## config.mk

```make
export PLATFORM = sky130hd
export DESIGN_NAME = format_specifier_expander_unit
export DESIGN_NICKNAME = d
export VERILOG_FILES = /design/src/fse_pkg.sv /design/src/format_specifier_expander_unit.sv /design/src/fse_datapath.sv /design/src/fse_controller.sv
export SDC_FILE = /design/constraint.sdc
export NUM_CORES = 1
export LEC_CHECK = 0
export BUFFER_PORTS_ARGS = -buffer_cell sky130_fd_sc_hd__buf_2
export CAP_MARGIN = 20
export CORE_AREA = 2 2 111 134
export CTS_BUF_LIST = sky130_fd_sc_hd__clkbuf_16
export DETAILED_ROUTE_END_ITERATION = 10
export DIE_AREA = 0 0 113 136
export GPL_TIMING_DRIVEN = 1
export PLACE_DENSITY = 0.77
export RECOVER_POWER = 50
export SETUP_SLACK_MARGIN = 0.1
export SLEW_MARGIN = 25
export SYNTH_ARGS = -nofsm -noshare
export SYNTH_HDL_FRONTEND = slang
export SYNTH_HIERARCHICAL = 1
export SYNTH_SLANG_ARGS = --single-unit
```

## constraint.sdc

```tcl
create_clock -name clk -period 3.69 [get_ports clk]
set_input_delay 1.107 -clock clk [delete_from_list [all_inputs] [get_ports clk]]
set_output_delay 1.107 -clock clk [all_outputs]
set_load 0.05 [all_outputs]
```

## src/fse_pkg.sv

```systemverilog
// fse_pkg: shared types and constants for the format specifier expander.
// Payload structs, ASCII codes, controller/datapath command and status types.
// No dependencies.
package fse_pkg;

	typedef struct packed {
		logic [7:0]         mode;
		logic signed [31:0] arg_value;
	} fse_in_t;

	typedef struct packed {
		logic [7:0] out_char;
		logic       last;
		logic [3:0] char_count;
	} fse_out_t;

	// ASCII codes
	localparam logic [7:0] CH_PCT   = 8'h25;
	localparam logic [7:0] CH_MINUS = 8'h2D;
	localparam logic [7:0] CH_ZERO  = 8'h30;
	localparam logic [7:0] CH_C     = 8'h63;
	localparam logic [7:0] CH_D     = 8'h64;
	localparam logic [7:0] CH_I     = 8'h69;

	// Conversion geometry
	localparam int ARG_W      = 32;
	localparam int NUM_DIGITS = 10;
	localparam int BITCNT_W   = $clog2(ARG_W);
	localparam int DIGIT_IX_W = $clog2(NUM_DIGITS);

	// Specifier classes
	localparam logic [1:0] KIND_CHAR  = 2'd0;
	localparam logic [1:0] KIND_PCT   = 2'd1;
	localparam logic [1:0] KIND_DEC   = 2'd2;
	localparam logic [1:0] KIND_OTHER = 2'd3;

	// Character source select
	localparam logic [2:0] SEL_ARG   = 3'd0;
	localparam logic [2:0] SEL_PCT   = 3'd1;
	localparam logic [2:0] SEL_MODE  = 3'd2;
	localparam logic [2:0] SEL_MINUS = 3'd3;
	localparam logic [2:0] SEL_DIGIT = 3'd4;

	typedef struct packed {
		logic       load;   // capture a new item
		logic       shift;  // one double-dabble step
		logic       seek;   // point at the leading digit
		logic       emit;   // put one character on the result port
		logic [2:0] sel;    // character source
		logic       last;   // final character of the item
	} fse_cmd_t;

	typedef struct packed {
		logic [1:0] kind;
		logic       neg;
		logic       conv_last;  // this shift is the final one
		logic       dig_last;   // pointer sits on the units digit
	} fse_status_t;

endpackage

```

## src/format_specifier_expander_unit.sv

```systemverilog
// Format specifier expander: conversion character plus 32-bit argument in, printf text out.
// Output: 'c'/'%' transfer a single character, other unknown specifiers '%' and then the
// specifier itself; 'd'/'i' take 32 shift steps and a leading-digit seek, then one character
// per cycle (up to eleven characters).
// Throughput: one item at a time; busy drops in the cycle of the last transfer, so the next
// start overlaps it; results cannot be stalled. Reset: controller idle, strobe low.
module format_specifier_expander_unit (
	input  logic               clk,
	input  logic               arst_n,
	input  logic               start,
	output logic               busy,
	input  fse_pkg::fse_in_t   item,
	output fse_pkg::fse_out_t  result,
	output logic               strobe
);

	// command and status between sequencer and datapath
	fse_pkg::fse_cmd_t    cmd;
	fse_pkg::fse_status_t status;

	// Sequencer: dispatch on the specifier class, run the 32 shift steps,
	// then walk the digit pointer from the leading digit down to units.
	fse_controller u_ctrl (
		.clk    (clk),
		.arst_n (arst_n),
		.start  (start),
		.status (status),
		.cmd    (cmd),
		.busy   (busy)
	);

	// Datapath: magnitude and BCD registers, character mux and the
	// registered result port. Each emitted character is one transfer.
	fse_datapath u_dp (
		.clk    (clk),
		.arst_n (arst_n),
		.item   (item),
		.cmd    (cmd),
		.status (status),
		.result (result),
		.strobe (strobe)
	);

endmodule

```

## src/fse_datapath.sv

```systemverilog
// fse_datapath: item registers, binary-to-BCD shifter, digit pointer and
// result register of the format specifier expander. Uses fse_pkg.
module fse_datapath (
	input  logic                 clk,
	input  logic                 arst_n,
	input  fse_pkg::fse_in_t     item,
	input  fse_pkg::fse_cmd_t    cmd,
	output fse_pkg::fse_status_t status,
	output fse_pkg::fse_out_t    result,
	output logic                 strobe
);

	logic [7:0]                                mode_q;
	logic [7:0]                                low_q;
	logic [fse_pkg::ARG_W-1:0]                 mag_q;
	logic                                      neg_q;
	logic [fse_pkg::NUM_DIGITS-1:0][3:0]       bcd_q;
	logic [fse_pkg::NUM_DIGITS-1:0][3:0]       bcd_adj;
	logic [fse_pkg::NUM_DIGITS*4-1:0]          bcd_flat;
	logic [fse_pkg::BITCNT_W-1:0]              bitcnt_q;
	logic [fse_pkg::DIGIT_IX_W-1:0]            ptr_q;
	logic [fse_pkg::DIGIT_IX_W-1:0]            lead;
	logic [3:0]                                cnt_q;
	logic [7:0]                                ch;
	logic [1:0]                                kind;
	logic                                      strobe_q;
	fse_pkg::fse_out_t                         result_q;

	// Specifier class
	always_comb begin
		case (mode_q)
			fse_pkg::CH_C:             kind = fse_pkg::KIND_CHAR;
			fse_pkg::CH_PCT:           kind = fse_pkg::KIND_PCT;
			fse_pkg::CH_D, fse_pkg::CH_I: kind = fse_pkg::KIND_DEC;
			default:                   kind = fse_pkg::KIND_OTHER;
		endcase
	end

	assign status.kind      = kind;
	assign status.neg       = neg_q;
	assign status.conv_last = (bitcnt_q == fse_pkg::BITCNT_W'(fse_pkg::ARG_W - 1));
	assign status.dig_last  = (ptr_q == '0);

	// add-3 correction on every digit before the shift
	always_comb begin
		for (int i = 0; i < fse_pkg::NUM_DIGITS; i++) begin
			bcd_adj[i] = (bcd_q[i] >= 4'd5) ? bcd_q[i] + 4'd3 : bcd_q[i];
		end
	end

	assign bcd_flat = bcd_adj;

	// highest nonzero digit, units digit when the value is zero
	always_comb begin
		lead = '0;
		for (int i = 0; i < fse_pkg::NUM_DIGITS; i++) begin
			if (bcd_q[i] != 4'd0) lead = fse_pkg::DIGIT_IX_W'(i);
		end
	end

	always_comb begin
		case (cmd.sel)
			fse_pkg::SEL_ARG:   ch = low_q;
			fse_pkg::SEL_PCT:   ch = fse_pkg::CH_PCT;
			fse_pkg::SEL_MODE:  ch = mode_q;
			fse_pkg::SEL_MINUS: ch = fse_pkg::CH_MINUS;
			fse_pkg::SEL_DIGIT: ch = fse_pkg::CH_ZERO + {4'b0, bcd_q[ptr_q]};
			default:            ch = fse_pkg::CH_PCT;
		endcase
	end

	// payload registers
	always_ff @(posedge clk) begin
		if (cmd.load) begin
			mode_q <= item.mode;
			low_q  <= item.arg_value[7:0];
			neg_q  <= item.arg_value[fse_pkg::ARG_W-1];
			mag_q  <= item.arg_value[fse_pkg::ARG_W-1] ?
				(fse_pkg::ARG_W)'(0) - item.arg_value : item.arg_value;
			bcd_q  <= '0;
		end else if (cmd.shift) begin
			bcd_q <= {bcd_flat[fse_pkg::NUM_DIGITS*4-2:0], mag_q[fse_pkg::ARG_W-1]};
			mag_q <= {mag_q[fse_pkg::ARG_W-2:0], 1'b0};
		end
		if (cmd.emit) begin
			result_q.out_char   <= ch;
			result_q.last       <= cmd.last;
			result_q.char_count <= cmd.last ? cnt_q + 4'd1 : 4'd0;
		end
	end

	// control counters
	always_ff @(posedge clk or negedge arst_n) begin
		if (!arst_n) begin
			bitcnt_q <= '0;
			ptr_q    <= '0;
			cnt_q    <= '0;
			strobe_q <= 1'b0;
		end else begin
			strobe_q <= cmd.emit;
			if (cmd.load) begin
				bitcnt_q <= '0;
				cnt_q    <= '0;
			end else begin
				if (cmd.shift) bitcnt_q <= bitcnt_q + 1'b1;
				if (cmd.emit)  cnt_q    <= cnt_q + 4'd1;
			end
			if (cmd.seek) begin
				ptr_q <= lead;
			end else if (cmd.emit && cmd.sel == fse_pkg::SEL_DIGIT && ptr_q != '0) begin
				ptr_q <= ptr_q - 1'b1;
			end
		end
	end

	assign result = result_q;
	assign strobe = strobe_q;

endmodule

```

## src/fse_controller.sv

```systemverilog
// fse_controller: sequencing state machine of the format specifier expander.
// Issues datapath commands from datapath status. Uses fse_pkg.
module fse_controller (
	input  logic                 clk,
	input  logic                 arst_n,
	input  logic                 start,
	input  fse_pkg::fse_status_t status,
	output fse_pkg::fse_cmd_t    cmd,
	output logic                 busy
);

	localparam logic [2:0] ST_IDLE  = 3'd0;
	localparam logic [2:0] ST_DISP  = 3'd1;
	localparam logic [2:0] ST_CONV  = 3'd2;
	localparam logic [2:0] ST_SEEK  = 3'd3;
	localparam logic [2:0] ST_SIGN  = 3'd4;
	localparam logic [2:0] ST_DIG   = 3'd5;
	localparam logic [2:0] ST_SPEC  = 3'd6;

	logic [2:0] state_q;
	logic [2:0] state_nxt;

	always_comb begin
		state_nxt = state_q;
		cmd       = '0;
		cmd.sel   = fse_pkg::SEL_PCT;
		case (state_q)
			ST_IDLE: begin
				if (start) begin
					cmd.load  = 1'b1;
					state_nxt = ST_DISP;
				end
			end
			ST_DISP: begin
				case (status.kind)
					fse_pkg::KIND_CHAR: begin
						cmd.emit  = 1'b1;
						cmd.sel   = fse_pkg::SEL_ARG;
						cmd.last  = 1'b1;
						state_nxt = ST_IDLE;
					end
					fse_pkg::KIND_PCT: begin
						cmd.emit  = 1'b1;
						cmd.last  = 1'b1;
						state_nxt = ST_IDLE;
					end
					fse_pkg::KIND_DEC: begin
						state_nxt = ST_CONV;
					end
					default: begin
						cmd.emit  = 1'b1;
						state_nxt = ST_SPEC;
					end
				endcase
			end
			ST_SPEC: begin
				cmd.emit  = 1'b1;
				cmd.sel   = fse_pkg::SEL_MODE;
				cmd.last  = 1'b1;
				state_nxt = ST_IDLE;
			end
			ST_CONV: begin
				cmd.shift = 1'b1;
				if (status.conv_last) state_nxt = ST_SEEK;
			end
			ST_SEEK: begin
				cmd.seek  = 1'b1;
				state_nxt = status.neg ? ST_SIGN : ST_DIG;
			end
			ST_SIGN: begin
				cmd.emit  = 1'b1;
				cmd.sel   = fse_pkg::SEL_MINUS;
				state_nxt = ST_DIG;
			end
			ST_DIG: begin
				cmd.emit = 1'b1;
				cmd.sel  = fse_pkg::SEL_DIGIT;
				cmd.last = status.dig_last;
				if (status.dig_last) state_nxt = ST_IDLE;
			end
			default: begin
				state_nxt = ST_IDLE;
			end
		endcase
	end

	always_ff @(posedge clk or negedge arst_n) begin
		if (!arst_n) begin
			state_q <= ST_IDLE;
		end else begin
			state_q <= state_nxt;
		end
	end

	assign busy = (state_q != ST_IDLE);

endmodule
```

==> metrics.md, run 1 <==
| Metric | Value |
|---|---|
| Status | `finished, violations left` |
| Violated checks | `DRC` |
| Worst reg2reg path depth | `8` |
| Ys flop type | `edfxtp_1` |
| Die width | `113 um` |
| Layout cells sized above 1 | `14.3%` |
| N_diodes | `0` |
| Power share of the clock group | `25.2%` |
| Pre-antenna DRT Iters | `8` |
| Starting DRT DRC Count | `433` |
| Post-Syn Area | `6880 um2` |
| Max-slew violation count | `0` |
| Post-CTS Setup Bufs | `0` |
| Reg clk slew, reported paths | `60 ps` |
| Post-cts sizing count | `0` |
| Pwr per Cell Area | `803 nW/um2` |
| Drc violations | `4` |
| Yosys top cell by area | `edfxtp_1` |
| RePlAce Congestion | `0.823` |
| Area share of the largest cell type after synthesis | `27.1%` |
| Initial core utilization | `48.5%` |
| Cell Int Power | `0.00382 W` |
| Yosys cell types | `63` |
| Num CTS Buffers | `17` |
| #FFs+latches synth | `119` |
| # hold bufs at CTS | `0` |
| Rows | `48` |
| Adder-cell share of the synthesized area | `4.55%` |
| Fill cells | `1227` |
| Clock root buffer | `clkbuf_16` |
| Area contributors post-synth | `edfxtp_1 27%, dfxtp_1 12%, dfrtp_1 6.2%, a21oi_1 5.0%, ha_1 4.5%` |
| Largest family of logic cells by synthesized area | `simple AND/OR/NAND/NOR gates` |
| I/O pin count | `58` |
| Post-synthesis mux area share | `7.33%` |
| GRT Total Usage | `18.8%` |
| Post-synthesis instance total | `688` |
| Sequential share of the synthesized area | `44.9%` |
| Final setup vio count | `0` |
| Initial antenna violation count | `0` |
| Unrepaired setup endpoints after global routing | `no` |
| CP Class | `flip-flop to flip-flop` |
| Count leader, synth | `a21oi_1` |
| Worst hold-check path type | `flip-flop to flip-flop` |
| Sw Share | `39.1%` |
| Synth Area in Compound Gates | `14.3%` |
| Skew final | `7.49 ps` |
| FMAX | `0.362 GHz` |
| First-pass GRT wire length | `23.3 mm` |
| PortBufs | `57` |
| Largest net degree at the start of global routing | `103` |
| CP required | `3990 ps` |
| Post-Synth XOR/XNOR Area | `7.26%` |
| Syn-to-layout area delta | `13.4%` |
| Final nets | `798` |
| Via count | `5194` |
| Reg2reg setup slack | `930 ps` |
| Synth warn | `6` |
| Hold Fails Final Rpt | `0` |
| Insertion delay to the later sink of the worst-skew pair | `410 ps` |
| Worst setup EP type | `flip-flop` |
| Least-Margin Pin Slew | `1460 ps` |
| Total negative slack | `0 ps` |
| CP max FO | `9` |
| Reg2reg end | `u_dp/ptr_q[2]$_DFFE_PN0P_` |
| Routed WL | `14.0 mm` |
| Post-DP HPWL | `9.43 mm` |
| CTS max path bufs | `2` |
| Multi-input gate area | `3490 um2` |
| Combinational share of power | `36.3%` |
| CTS H-tree depth | `4` |
| Hold Path End | `u_dp/bcd_q[39]$_SDFFE_PP0P_` |
| Final worst-path cycle share | `74.8%` |
| Startpoint types | `flip-flop` |
| Wirelength per Cell | `15.2 um` |
| Die H | `136 um` |
| Core ar. | `14200 um2` |
| Leak | `2.96 nW` |
| Power Total | `0.00626 W` |
| Syn nets | `756` |
| Post-synthesis simple-gate area fraction | `17.3%` |
| Largest vdd supply drop | `406 uV` |
| Sequential Power Share | `38.4%` |
| Vias per inst | `5.66` |
| RR Startpoint | `u_dp/mode_q[7]$_DFFE_PP_` |
| Post-synth ARST share | `14.3%` |
| GRT overflow | `0` |
| Post-synth EDFFs | `62` |
| Min Tclk post-route | `2760 ps` |
| Hold-critical path depth | `2` |
| Max_cap viols | `0` |
| Routed Antenna Nets | `0` |
| Die area | `15400 um2` |
| Top post-synthesis cells by count | `69 x a21oi_1, 65 x nor2_1, 62 x edfxtp_1` |
| Reg area | `3090 um2` |
| Mapped Avg Cell Area | `10.0 um2` |
| Slew headroom | `2.73%` |
| Vias in the first global route | `4894` |
| TritonCTS clock tree | `done` |
| Hold Crit Start | `u_dp/bcd_q[39]$_SDFFE_PP0P_` |
| Clk sinks | `119` |
| Arr. time, crit path | `3060 ps` |
| Psw | `0.00245 W` |
-- final cells by class --
type	count	area share, %
Clock buffer	18	5.78
Clock inverter	14	1.59
Timing Repair Buffer	62	3.99
Sequential cell	119	39.6
Inverter	30	1.44
Tap cell	175	2.81
Multi-Input combinational cell	500	44.8
-- cell usage in the layout (no fill, tap or decap), drive strengths merged, types with 4 or more instances in the layout --
cell type and n:
o21ai 31, o221ai 4, dfxtp 40, nand4b 4, mux4 8, o41ai 10
ha 25, nand2b 36, nor2 65, a21o 10, clkinv 7, clkbuf 34
o211ai 10, buf 46, dfrtp 17, or3 6, nor3 5, xnor2 27
inv 34, nor3b 6, nor2b 6, and2 5, nand2 36, xor2 30
edfxtp 62, nand3 23, a21oi 69, mux2i 29, nand4 4, nor4 5
o31ai 9, or2 4
-- worst max-delay path, stage by stage, from the launching register on --
cell and delay [ps]:
edfxtp_1 400, nor3b_1 360, nand4b_1 260, nor2_1 160
a22oi_1 210, nor3b_1 490, and3b_1 420, a31oi_1 130
o22a_1 220
-- through the flow --
| stage | setup WS [ps] | hold slack, ps | instance area, um2 | std cells | utilization [%] |
|---|---|---|---|---|---|
| finish | 929 | 489 | 7800 | 918 | 55.0 |
| global route | 751 | 518 | 7800 | 918 | 55.0 |
| CTS | 920 | 471 | 7840 | 918 | 55.3 |
| detailed placement | 548 | 456 | 7260 | 886 | 51.2 |
| global placement | 567 | 448 | 7260 | 886 | 51.2 |
| floorplan | 476 | 453 | 6880 | 688 | - |
-- worst max path at each step --
stage	start	endpoint	slack, ps	cells after the start
floorplan	u_ctrl/state_q[0]$_DFFE_PN0P_	u_dp/mag_q[0]$_SDFFCE_PN0P_	480	5
global placement	item[9]	u_dp/mag_q[15]$_DFFE_PP_	570	6
detailed placement	item[9]	u_dp/mag_q[15]$_DFFE_PP_	550	6
CTS	u_ctrl/state_q[2]$_DFFE_PN0P_	busy	920	2
global route	u_dp/mode_q[7]$_DFFE_PP_	u_dp/ptr_q[0]$_DFFE_PN0P_	750	9
finish	u_dp/mode_q[7]$_DFFE_PP_	u_dp/ptr_q[2]$_DFFE_PN0P_	930	8
-- kinds of logic after synthesis --
kind of cell / Yosys count
buffers and inverters: 69
AO/OA/AOI/OAI: 159
XOR/XNOR: 57
flip-flops: 119
adder cells (fa/ha/maj): 25
AND/OR/NAND/NOR: 219
multiplexers: 40
-- state kept, by name (all words and copies together) (netlist names) --
register        flops
u_dp/bcd_q         40
u_dp/mode_q         8
u_dp/bitcnt_q       5
u_dp/neg_q          1
u_dp/ptr_q          4
u_dp/low_q          8
u_dp/cnt_q          4
u_ctrl/state_q      3
u_dp/mag_q         32
u_dp/result        13
u_dp/strobe         1
-- power groups by stage --
stage                     Sequential, W  Combinational (W)  Clock, W
after floorplan                 0.00246            0.00170         0
after global placement          0.00241            0.00222         0
after detailed placement        0.00242            0.00228         0
after CTS                       0.00240            0.00230   0.00161
after global routing            0.00248            0.00252   0.00167
final                           0.00241            0.00228   0.00158
-- layer usage --
| metal | global-route usage [%] | vias to the layer above | share of wire [%] |
|---|---|---|---|
| li1 | - | 2565 | - |
| met4 | 6.78 | 0 | 1.5 |
| met5 | 0 | - | 0 |
| met2 | 31.5 | 125 | 50 |
| met1 | 23.8 | 2486 | 44 |
| met3 | 4.46 | 18 | 4.4 |
Note: power is estimated with default switching activity, not from simulation.
==> run 2, diff against run 1 <==
Settings changed: ABC_AREA set to 1, CORE_AREA 2 2 111 134 to 2 2 112 136, DIE_AREA 0 0 113 136 to 0 0 114 138, PLACE_DENSITY 0.77 to 0.8.
Clock period 3.69 ns to 2.2 ns, I/O delays scaled along.
==> run 2 against run 1 <==
  * The run ends with setup timing left
  * Final cell count is 27% higher
  * Synthesized cell count is 32% higher
  * Utilization is 2.3 points higher
  * Sequential power is 61% higher
  * Worst hold slack worse by 150 ps
  * Register-to-register slack worse by 980 ps
  * Power is 84% higher
  * Die area is 2.4% higher
  * Area after synthesis is 2.8% higher
==> metrics.md, run 2 <==
| Metric | Value |
|---|---|
| Status | `finished, violations left` |
| Violated checks | `setup timing` |
| Starting DRT DRC Count | `400 (-7.6%)` |
| Fin area | `8360 um2 (+7.2%)` |
| Most flop-heavy register | `u_dp/bcd_q` |
| Max_cap viols | `0 (unchanged)` |
| Post-synth ARST share | `14.3% (unchanged)` |
| RePlAce Congestion | `0.927 (+13%)` |
| PortBufs | `57 (unchanged)` |
| Initial core utilization | `48.5% (-0.070 points)` |
| CTS max path bufs | `2 (unchanged)` |
| Sequential share of the synthesized area | `43.7% (-1.2 points)` |
| Clock root buffer | `clkbuf_16` |
| Post-synthesis instance total | `908 (+32%)` |
| Rows | `49 (+2.1%)` |
| GRT overflow | `0 (unchanged)` |
| Syn-to-layout area delta | `18.3%` |
| Vias per inst | `5.51 (-2.7%)` |
| Via count | `6432 (+24%)` |
| Layout cells sized above 1 | `14.6% (+0.38 points)` |
| Area share of the largest cell type after synthesis | `26.3% (-0.74 points)` |
| Final setup vio count | `2 (+2)` |
| Num CTS Buffers | `17 (unchanged)` |
| Die H | `138 um (+1.5%)` |
| Max-slew violation count | `0 (unchanged)` |
| Commonest cells after routing, fill and taps aside | `209 x nand2_1, 101 x inv_1, 90 x o21ai_0` |
| Least-Margin Pin Slew | `913 ps (-546 ps)` |
| Cell count after placement | `1131 (+28%)` |
| Placed inst area | `7650 um2 (+5.3%)` |
| Vias in the first global route | `6123 (+25%)` |
| CTS H-tree depth | `4 (unchanged)` |
| Largest register FFs | `40 (unchanged)` |
| Arr. time, crit path | `2420 ps (-640 ps)` |
| GRT Total Usage | `21.8% (+3.0 points)` |
| Leak | `3.46 nW (+17%)` |
| Min Tclk post-route | `2250 ps (-513 ps)` |
| First-pass GRT wire length | `27.7 mm (+19%)` |
| Synth warn | `6 (unchanged)` |
| Routed WL | `16.7 mm (+20%)` |
| FMAX | `0.445 GHz (+23%)` |
| Slew headroom | `39.1% (+36 points)` |
| Power Total | `0.0115 W (+84%)` |
| Hold Fails Final Rpt | `0 (unchanged)` |
| N_diodes | `0 (unchanged)` |
| Wirelength per Cell | `14.3 um (-5.8%)` |
| Post-synth EDFFs | `62 (unchanged)` |
| Post-DP HPWL | `11.6 mm (+23%)` |
| Largest net degree at the start of global routing | `40 (-61%)` |
| Post-Syn Area | `7070 um2 (+2.8%)` |
| Unrepaired setup endpoints after global routing | `yes` |
| Top post-synthesis cells by count | `217 x nand2_1, 103 x inv_1, 90 x o21ai_0` |
| #FFs+latches synth | `119 (unchanged)` |
| Area contributors post-synth | `edfxtp_1 26%, nand2_1 12%, dfxtp_1 11%, o21ai_0 6.4%, dfrtp_1 6.0%` |
| Ys flop type | `edfxtp_1` |
| Yosys top cell by area | `edfxtp_1` |
| Skew final | `6.48 ps (-1.01 ps)` |
| Largest vdd supply drop | `726 uV (+79%)` |
| Pre-antenna DRT Iters | `5 (-3)` |
| Final nets | `1045 (+31%)` |
| Core ar. | `14600 um2 (+2.9%)` |
| Die area | `15700 um2 (+2.4%)` |
| WHS | `344 ps (-145 ps)` |
| Insertion delay to the later sink of the worst-skew pair | `430 ps (+20 ps)` |
| Final worst-path cycle share | `102% (+27 points)` |
| TritonCTS clock tree | `done` |
| Worst setup EP type | `flip-flop` |
| Reg clk slew, reported paths | `60 ps (about the same)` |
| Reg2reg setup slack | `-50 ps (-980 ps)` |
| Mapped Avg Cell Area | `7.79 um2 (-22%)` |
| CP max FO | `3 (-6)` |
| CP required | `2370 ps (-1620 ps)` |
| CP Class | `flip-flop to flip-flop` |
| Pwr per Cell Area | `1380 nW/um2 (+71%)` |
| Syn nets | `976 (+29%)` |
| Total negative slack | `-68.0 ps (-68.0 ps)` |
| Yosys cell types | `49 (-22%)` |
| Post-route worst setup slack | `-47.8 ps (-977 ps)` |
| Die width | `114 um (+0.88%)` |
| Count leader, synth | `nand2_1` |
| Routed Antenna Nets | `0 (unchanged)` |
| # hold bufs at CTS | `0 (unchanged)` |
| Drc violations | `0 (-4)` |
| Startpoint types | `flip-flop` |
| I/O pin count | `58 (unchanged)` |
| Commonest non-fill, non-tap cell in the layout | `nand2_1` |
| Initial antenna violation count | `0 (unchanged)` |
| Non-Filler Instances | `1168 (+27%)` |
| Worst hold-check path type | `input pin to async pin` |
| Clk sinks | `119 (unchanged)` |
[run 2: worst paths after layout]
path | from | end | cells after the start
setup / recovery | u_dp/mode_q[7]$_DFFE_PP_ | u_dp/result[7]$_DFFE_PP_ | 10
max in group asynchronous | arst_n | u_ctrl/state_q[0]$_DFFE_PN0P_ | 1
hold / removal | arst_n | u_dp/cnt_q[2]$_DFFE_PN0P_ | 1
hold reg to reg | u_dp/bcd_q[7]$_SDFFE_PP0P_ | u_dp/bcd_q[7]$_SDFFE_PP0P_ | 2
min in group clk | item[32] | u_dp/mode_q[0]$_DFFE_PP_ | 1
setup reg to reg | u_dp/mode_q[7]$_DFFE_PP_ | u_dp/result[7]$_DFFE_PP_ | 10
[run 2: worst max-delay path: stages (launching register included)]
cell      delay (ps)
edfxtp_1         430
nor3b_4          250
nand2_2          110
a211oi_2         250
nor2_2            90
o21ai_2          170
nand2_2          110
nor2_2           140
nor2_1            90
a221oi_1         270
nand2_1           90
[run 2: kinds of logic (layout without fill, tap and decap cells)]
kind of cell	count (synthesis)	after routing	share of synthesized area, %
AO/OA/AOI/OAI	185	185	15.3
XOR/XNOR	27	27	3.34
adder cells (fa/ha/maj)	25	25	4.42
buffers and inverters	140	222	8.21
flip-flops	119	119	43.7
AND/OR/NAND/NOR	412	412	25.0
[run 2: layout make-up]
type,count,area [um2]
clock buffers,17,425
multi-input cells,649,3530
flip-flops and latches,119,3090
well taps,178,223
clock inverters,15,180
inverters,109,415
repair buffers,81,498
fillers,1323,6230
[run 2: where the power goes]
| part | total, W | internal [W] | switching [W] |
|---|---|---|---|
| logic | 0.00479 | 0.00151 | 0.00328 |
| registers | 0.00389 | 0.00335 | 0.000542 |
| clock network | 0.00283 | 0.00178 | 0.00104 |
[run 2: timing repair]
item | CTS | global route
pin swaps | 3 | 13
resized for setup | 6 | 24
endpoints found under the setup margin | 11 | 15
setup buffers | 2 | 4
hold endpoints to repair | 0 | 0
[run 2: stage by stage]
stage | setup slack, ps | utilization, %
after floorplan | 101 | -
after global placement | 17.2 | 52.4
after detailed placement | -46.5 | 52.4
after CTS | 81.8 | 56.9
after global routing | -191 | 57.3
final | -47.8 | 57.3
[run 2: per-layer routing]
metal  vias up  part of all wire (%)  track usage, %
met4         0                   2.4            10.2
met5         -                     0               0
met3        33                   5.5            5.13
met2       203                    51            36.3
li1       3185                     -               -
met1      3011                    41            26.6
==> run 3, diff against run 2 <==
Settings changed: PLACE_DENSITY 0.8 to 0.77.
Clock period 2.2 ns to 2.5 ns, I/O delays scaled along.
==> run 3 against run 2 <==
  * The run now ends clean
  * Power shrank 13%
  * Flip-flop and latch count is the same
  * Critical endpoint is now u_dp/result[5]$_DFFE_PP_
  * Largest power group unchanged
  * Non-clock buffer count shrank 9
  * Worst hold slack gained 110 ps
  * Register-to-register slack gained 230 ps
  * Highest routed layer unchanged
  * Fmax shrank 3.1%
  * Largest cell class unchanged
  * Final cell count shrank 0.77%
==> metrics.md, run 3 (synthesis gave the netlist of run 2 again) <==
| Metric | Value |
|---|---|
| Largest register FFs | `40 (unchanged)` |
| Fin area | `8160 um2 (-2.4%)` |
| Core ar. | `14600 um2 (unchanged)` |
| Rows | `49 (unchanged)` |
| Worst stage delay on the critical path | `410 ps (-20 ps)` |
| Total negative slack | `0 ps (+68.0 ps)` |
| Power Total | `0.0100 W (-13%)` |
| Min Tclk post-route | `2320 ps (+72.5 ps)` |
| Layout cells sized above 1 | `11.5% (-3.1 points)` |
| Leak | `3.38 nW (-2.2%)` |
| N_diodes | `0 (unchanged)` |
| Routed WL | `16.9 mm (+0.72%)` |
| Clock root buffer | `clkbuf_16` |
| Hold Fails Final Rpt | `0 (unchanged)` |
| Slew headroom | `36.4% (-2.7 points)` |
| CTS max path bufs | `2 (unchanged)` |
| CP max FO | `4 (+1)` |
| M3 GR Usage | `4.03% (-1.1 points)` |
| Commonest non-fill, non-tap cell in the layout | `nand2_1` |
| Initial core utilization | `48.5% (unchanged)` |
| CP required | `2660 ps (+290 ps)` |
| Unrepaired setup endpoints after global routing | `no` |
| Most flop-heavy register | `u_dp/bcd_q` |
| RePlAce Congestion | `0.928 (about the same)` |
| Routed Antenna Nets | `0 (unchanged)` |
| Sw Share | `41.8% (-0.46 points)` |
| Commonest cells after routing, fill and taps aside | `215 x nand2_1, 102 x inv_1, 89 x o21ai_0` |
| Max-slew violation count | `0 (unchanged)` |
| Worst setup EP type | `flip-flop` |
| Met1 Usage GRT | `27.3% (+0.72 points)` |
| Largest vdd supply drop | `580 uV (-20%)` |
| Startpoint types | `flip-flop` |
| Final worst-path cycle share | `92.8% (-9.4 points)` |
| Die width | `114 um (unchanged)` |
| Met2 Track Usage GR | `38.2% (+1.8 points)` |
| Psw | `0.00420 W (-14%)` |
| GRT overflow | `0 (unchanged)` |
| Post-DP HPWL | `11.6 mm (-0.32%)` |
| Cell Chain, Critical Path | `nor3b_2 -> nand2_1 -> nor2_1 -> a41oi_2 -> o21ai_1 -> nand2_2 -> nor2_1 -> nor2_1 -> a221oi_1 -> nand2_1` |
| Pwr per Cell Area | `1230 nW/um2 (-11%)` |
| Status | `finished clean` |
| Slowest-stage cell, CP | `edfxtp_1` |
| Via count | `6364 (-1.1%)` |
| Starting DRT DRC Count | `401 (+0.25%)` |
| Drc violations | `0 (unchanged)` |
| PortBufs | `57 (unchanged)` |
| Power share of the clock group | `25.8% (+1.2 points)` |
| Largest net degree at the start of global routing | `58 (+45%)` |
| Skew final | `7.02 ps (+0.536 ps)` |
| Num CTS Buffers | `17 (unchanged)` |
| Pre-antenna DRT Iters | `6 (+1)` |
| Wirelength per Cell | `14.5 um (+1.5%)` |
| Final setup vio count | `0 (-2)` |
| Reg clk slew, reported paths | `60 ps (about the same)` |
| Arr. time, crit path | `2480 ps (+60 ps)` |
| TritonCTS clock tree | `done` |
| Final nets | `1036 (-0.86%)` |
| Die H | `138 um (unchanged)` |
| I/O pin count | `58 (unchanged)` |
| Syn-to-layout area delta | `15.4%` |
| Vias per inst | `5.49 (-0.29%)` |
| Die area | `15700 um2 (unchanged)` |
| GRT Total Usage | `22.3% (+0.49 points)` |
| Clk sinks | `119 (unchanged)` |
| Initial antenna violation count | `0 (unchanged)` |
| Insertion delay to the later sink of the worst-skew pair | `430 ps (about the same)` |
| Max_cap viols | `0 (unchanged)` |
| GR peak layer | `met2` |
| FMAX | `0.431 GHz (-3.1%)` |
| CTS H-tree depth | `4 (unchanged)` |
| Vias in the first global route | `6139 (+0.26%)` |
| Sequential Power Share | `33.9% (about the same)` |
| First-pass GRT wire length | `28.4 mm (+2.2%)` |
| # hold bufs at CTS | `0 (unchanged)` |
| CP Class | `flip-flop to flip-flop` |
| Crit-path most repeated cell | `nor2_1` |
| Least-Margin Pin Slew | `955 ps (+41.1 ps)` |
| Combinational share of power | `40.3% (-1.3 points)` |
| Placed inst area | `7570 um2 (-1.1%)` |
| Worst hold-check path type | `input pin to async pin` |
| Cell Int Power | `0.00585 W (-12%)` |
run 3: final cells by class:
class | count | area [um2]
Tap cell | 178 | 223
Timing Repair Buffer | 72 | 392
Sequential cell | 119 | 3090
Multi-Input combinational cell | 649 | 3420
Clock inverter | 15 | 200
Fill cell | 1386 | 6430
Clock buffer | 17 | 425
Inverter | 109 | 412
run 3: path summary, 6_finish.rpt:
kind,startpoint,end,slack (ps),cells after the start
max in group asynchronous,arst_n,u_ctrl/state_q[1]$_DFFE_PN0P_,1470,1
setup reg to reg,u_dp/mode_q[4]$_DFFE_PP_,u_dp/result[5]$_DFFE_PP_,180,10
setup / recovery,u_dp/mode_q[4]$_DFFE_PP_,u_dp/result[5]$_DFFE_PP_,180,10
hold / removal,arst_n,u_ctrl/state_q[2]$_DFFE_PN0P_,450,1
min in group clk,u_dp/bcd_q[3]$_SDFFE_PP0P_,u_dp/bcd_q[3]$_SDFFE_PP0P_,480,2
hold reg to reg,u_dp/bcd_q[3]$_SDFFE_PP0P_,u_dp/bcd_q[3]$_SDFFE_PP0P_,480,2
run 3: power by group through the flow:
stage / sequential, W / clock, W / combinational (W)
CTS: 0.00340 / 0.00262 / 0.00406
finish: 0.00341 / 0.00259 / 0.00405
global placement: 0.00340 / 0 / 0.00397
global route: 0.00350 / 0.00272 / 0.00453
detailed placement: 0.00342 / 0 / 0.00403
floorplan: 0.00367 / 0 / 0.00271
run 3: metrics by stage:
stage / setup WS (ps) / utilization, % / hold WS (ps) / instances
final: 180 / 55.9 / 453 / 1159
after global routing: 27.9 / 55.9 / 484 / 1159
after CTS: 150 / 56.1 / 242 / 1157
after detailed placement: 170 / 51.9 / 471 / 1125
after global placement: 240 / 51.9 / 463 / 1125
after floorplan: 105 / - / 422 / 908
run 3: critical path, delay by kind of cell, from the launching register on:
family | cells | cell delay [ps]
compound gates | 3 | 590
simple gates | 7 | 1060
flops | 1 | 410
run 3: repair_timing:
item	in CTS	in global routing
setup endpoints to repair	0	6
gates resized for setup	0	8
buffers inserted	0	2
run 3: per-layer routing:
| layer | vias to the layer above | share of wire (%) |
|---|---|---|
| met1 | 2979 | 43 |
| met4 | 0 | 2.3 |
| met5 | - | 0 |
| li1 | 3169 | - |
| met2 | 181 | 50 |
| met3 | 35 | 4.4 |
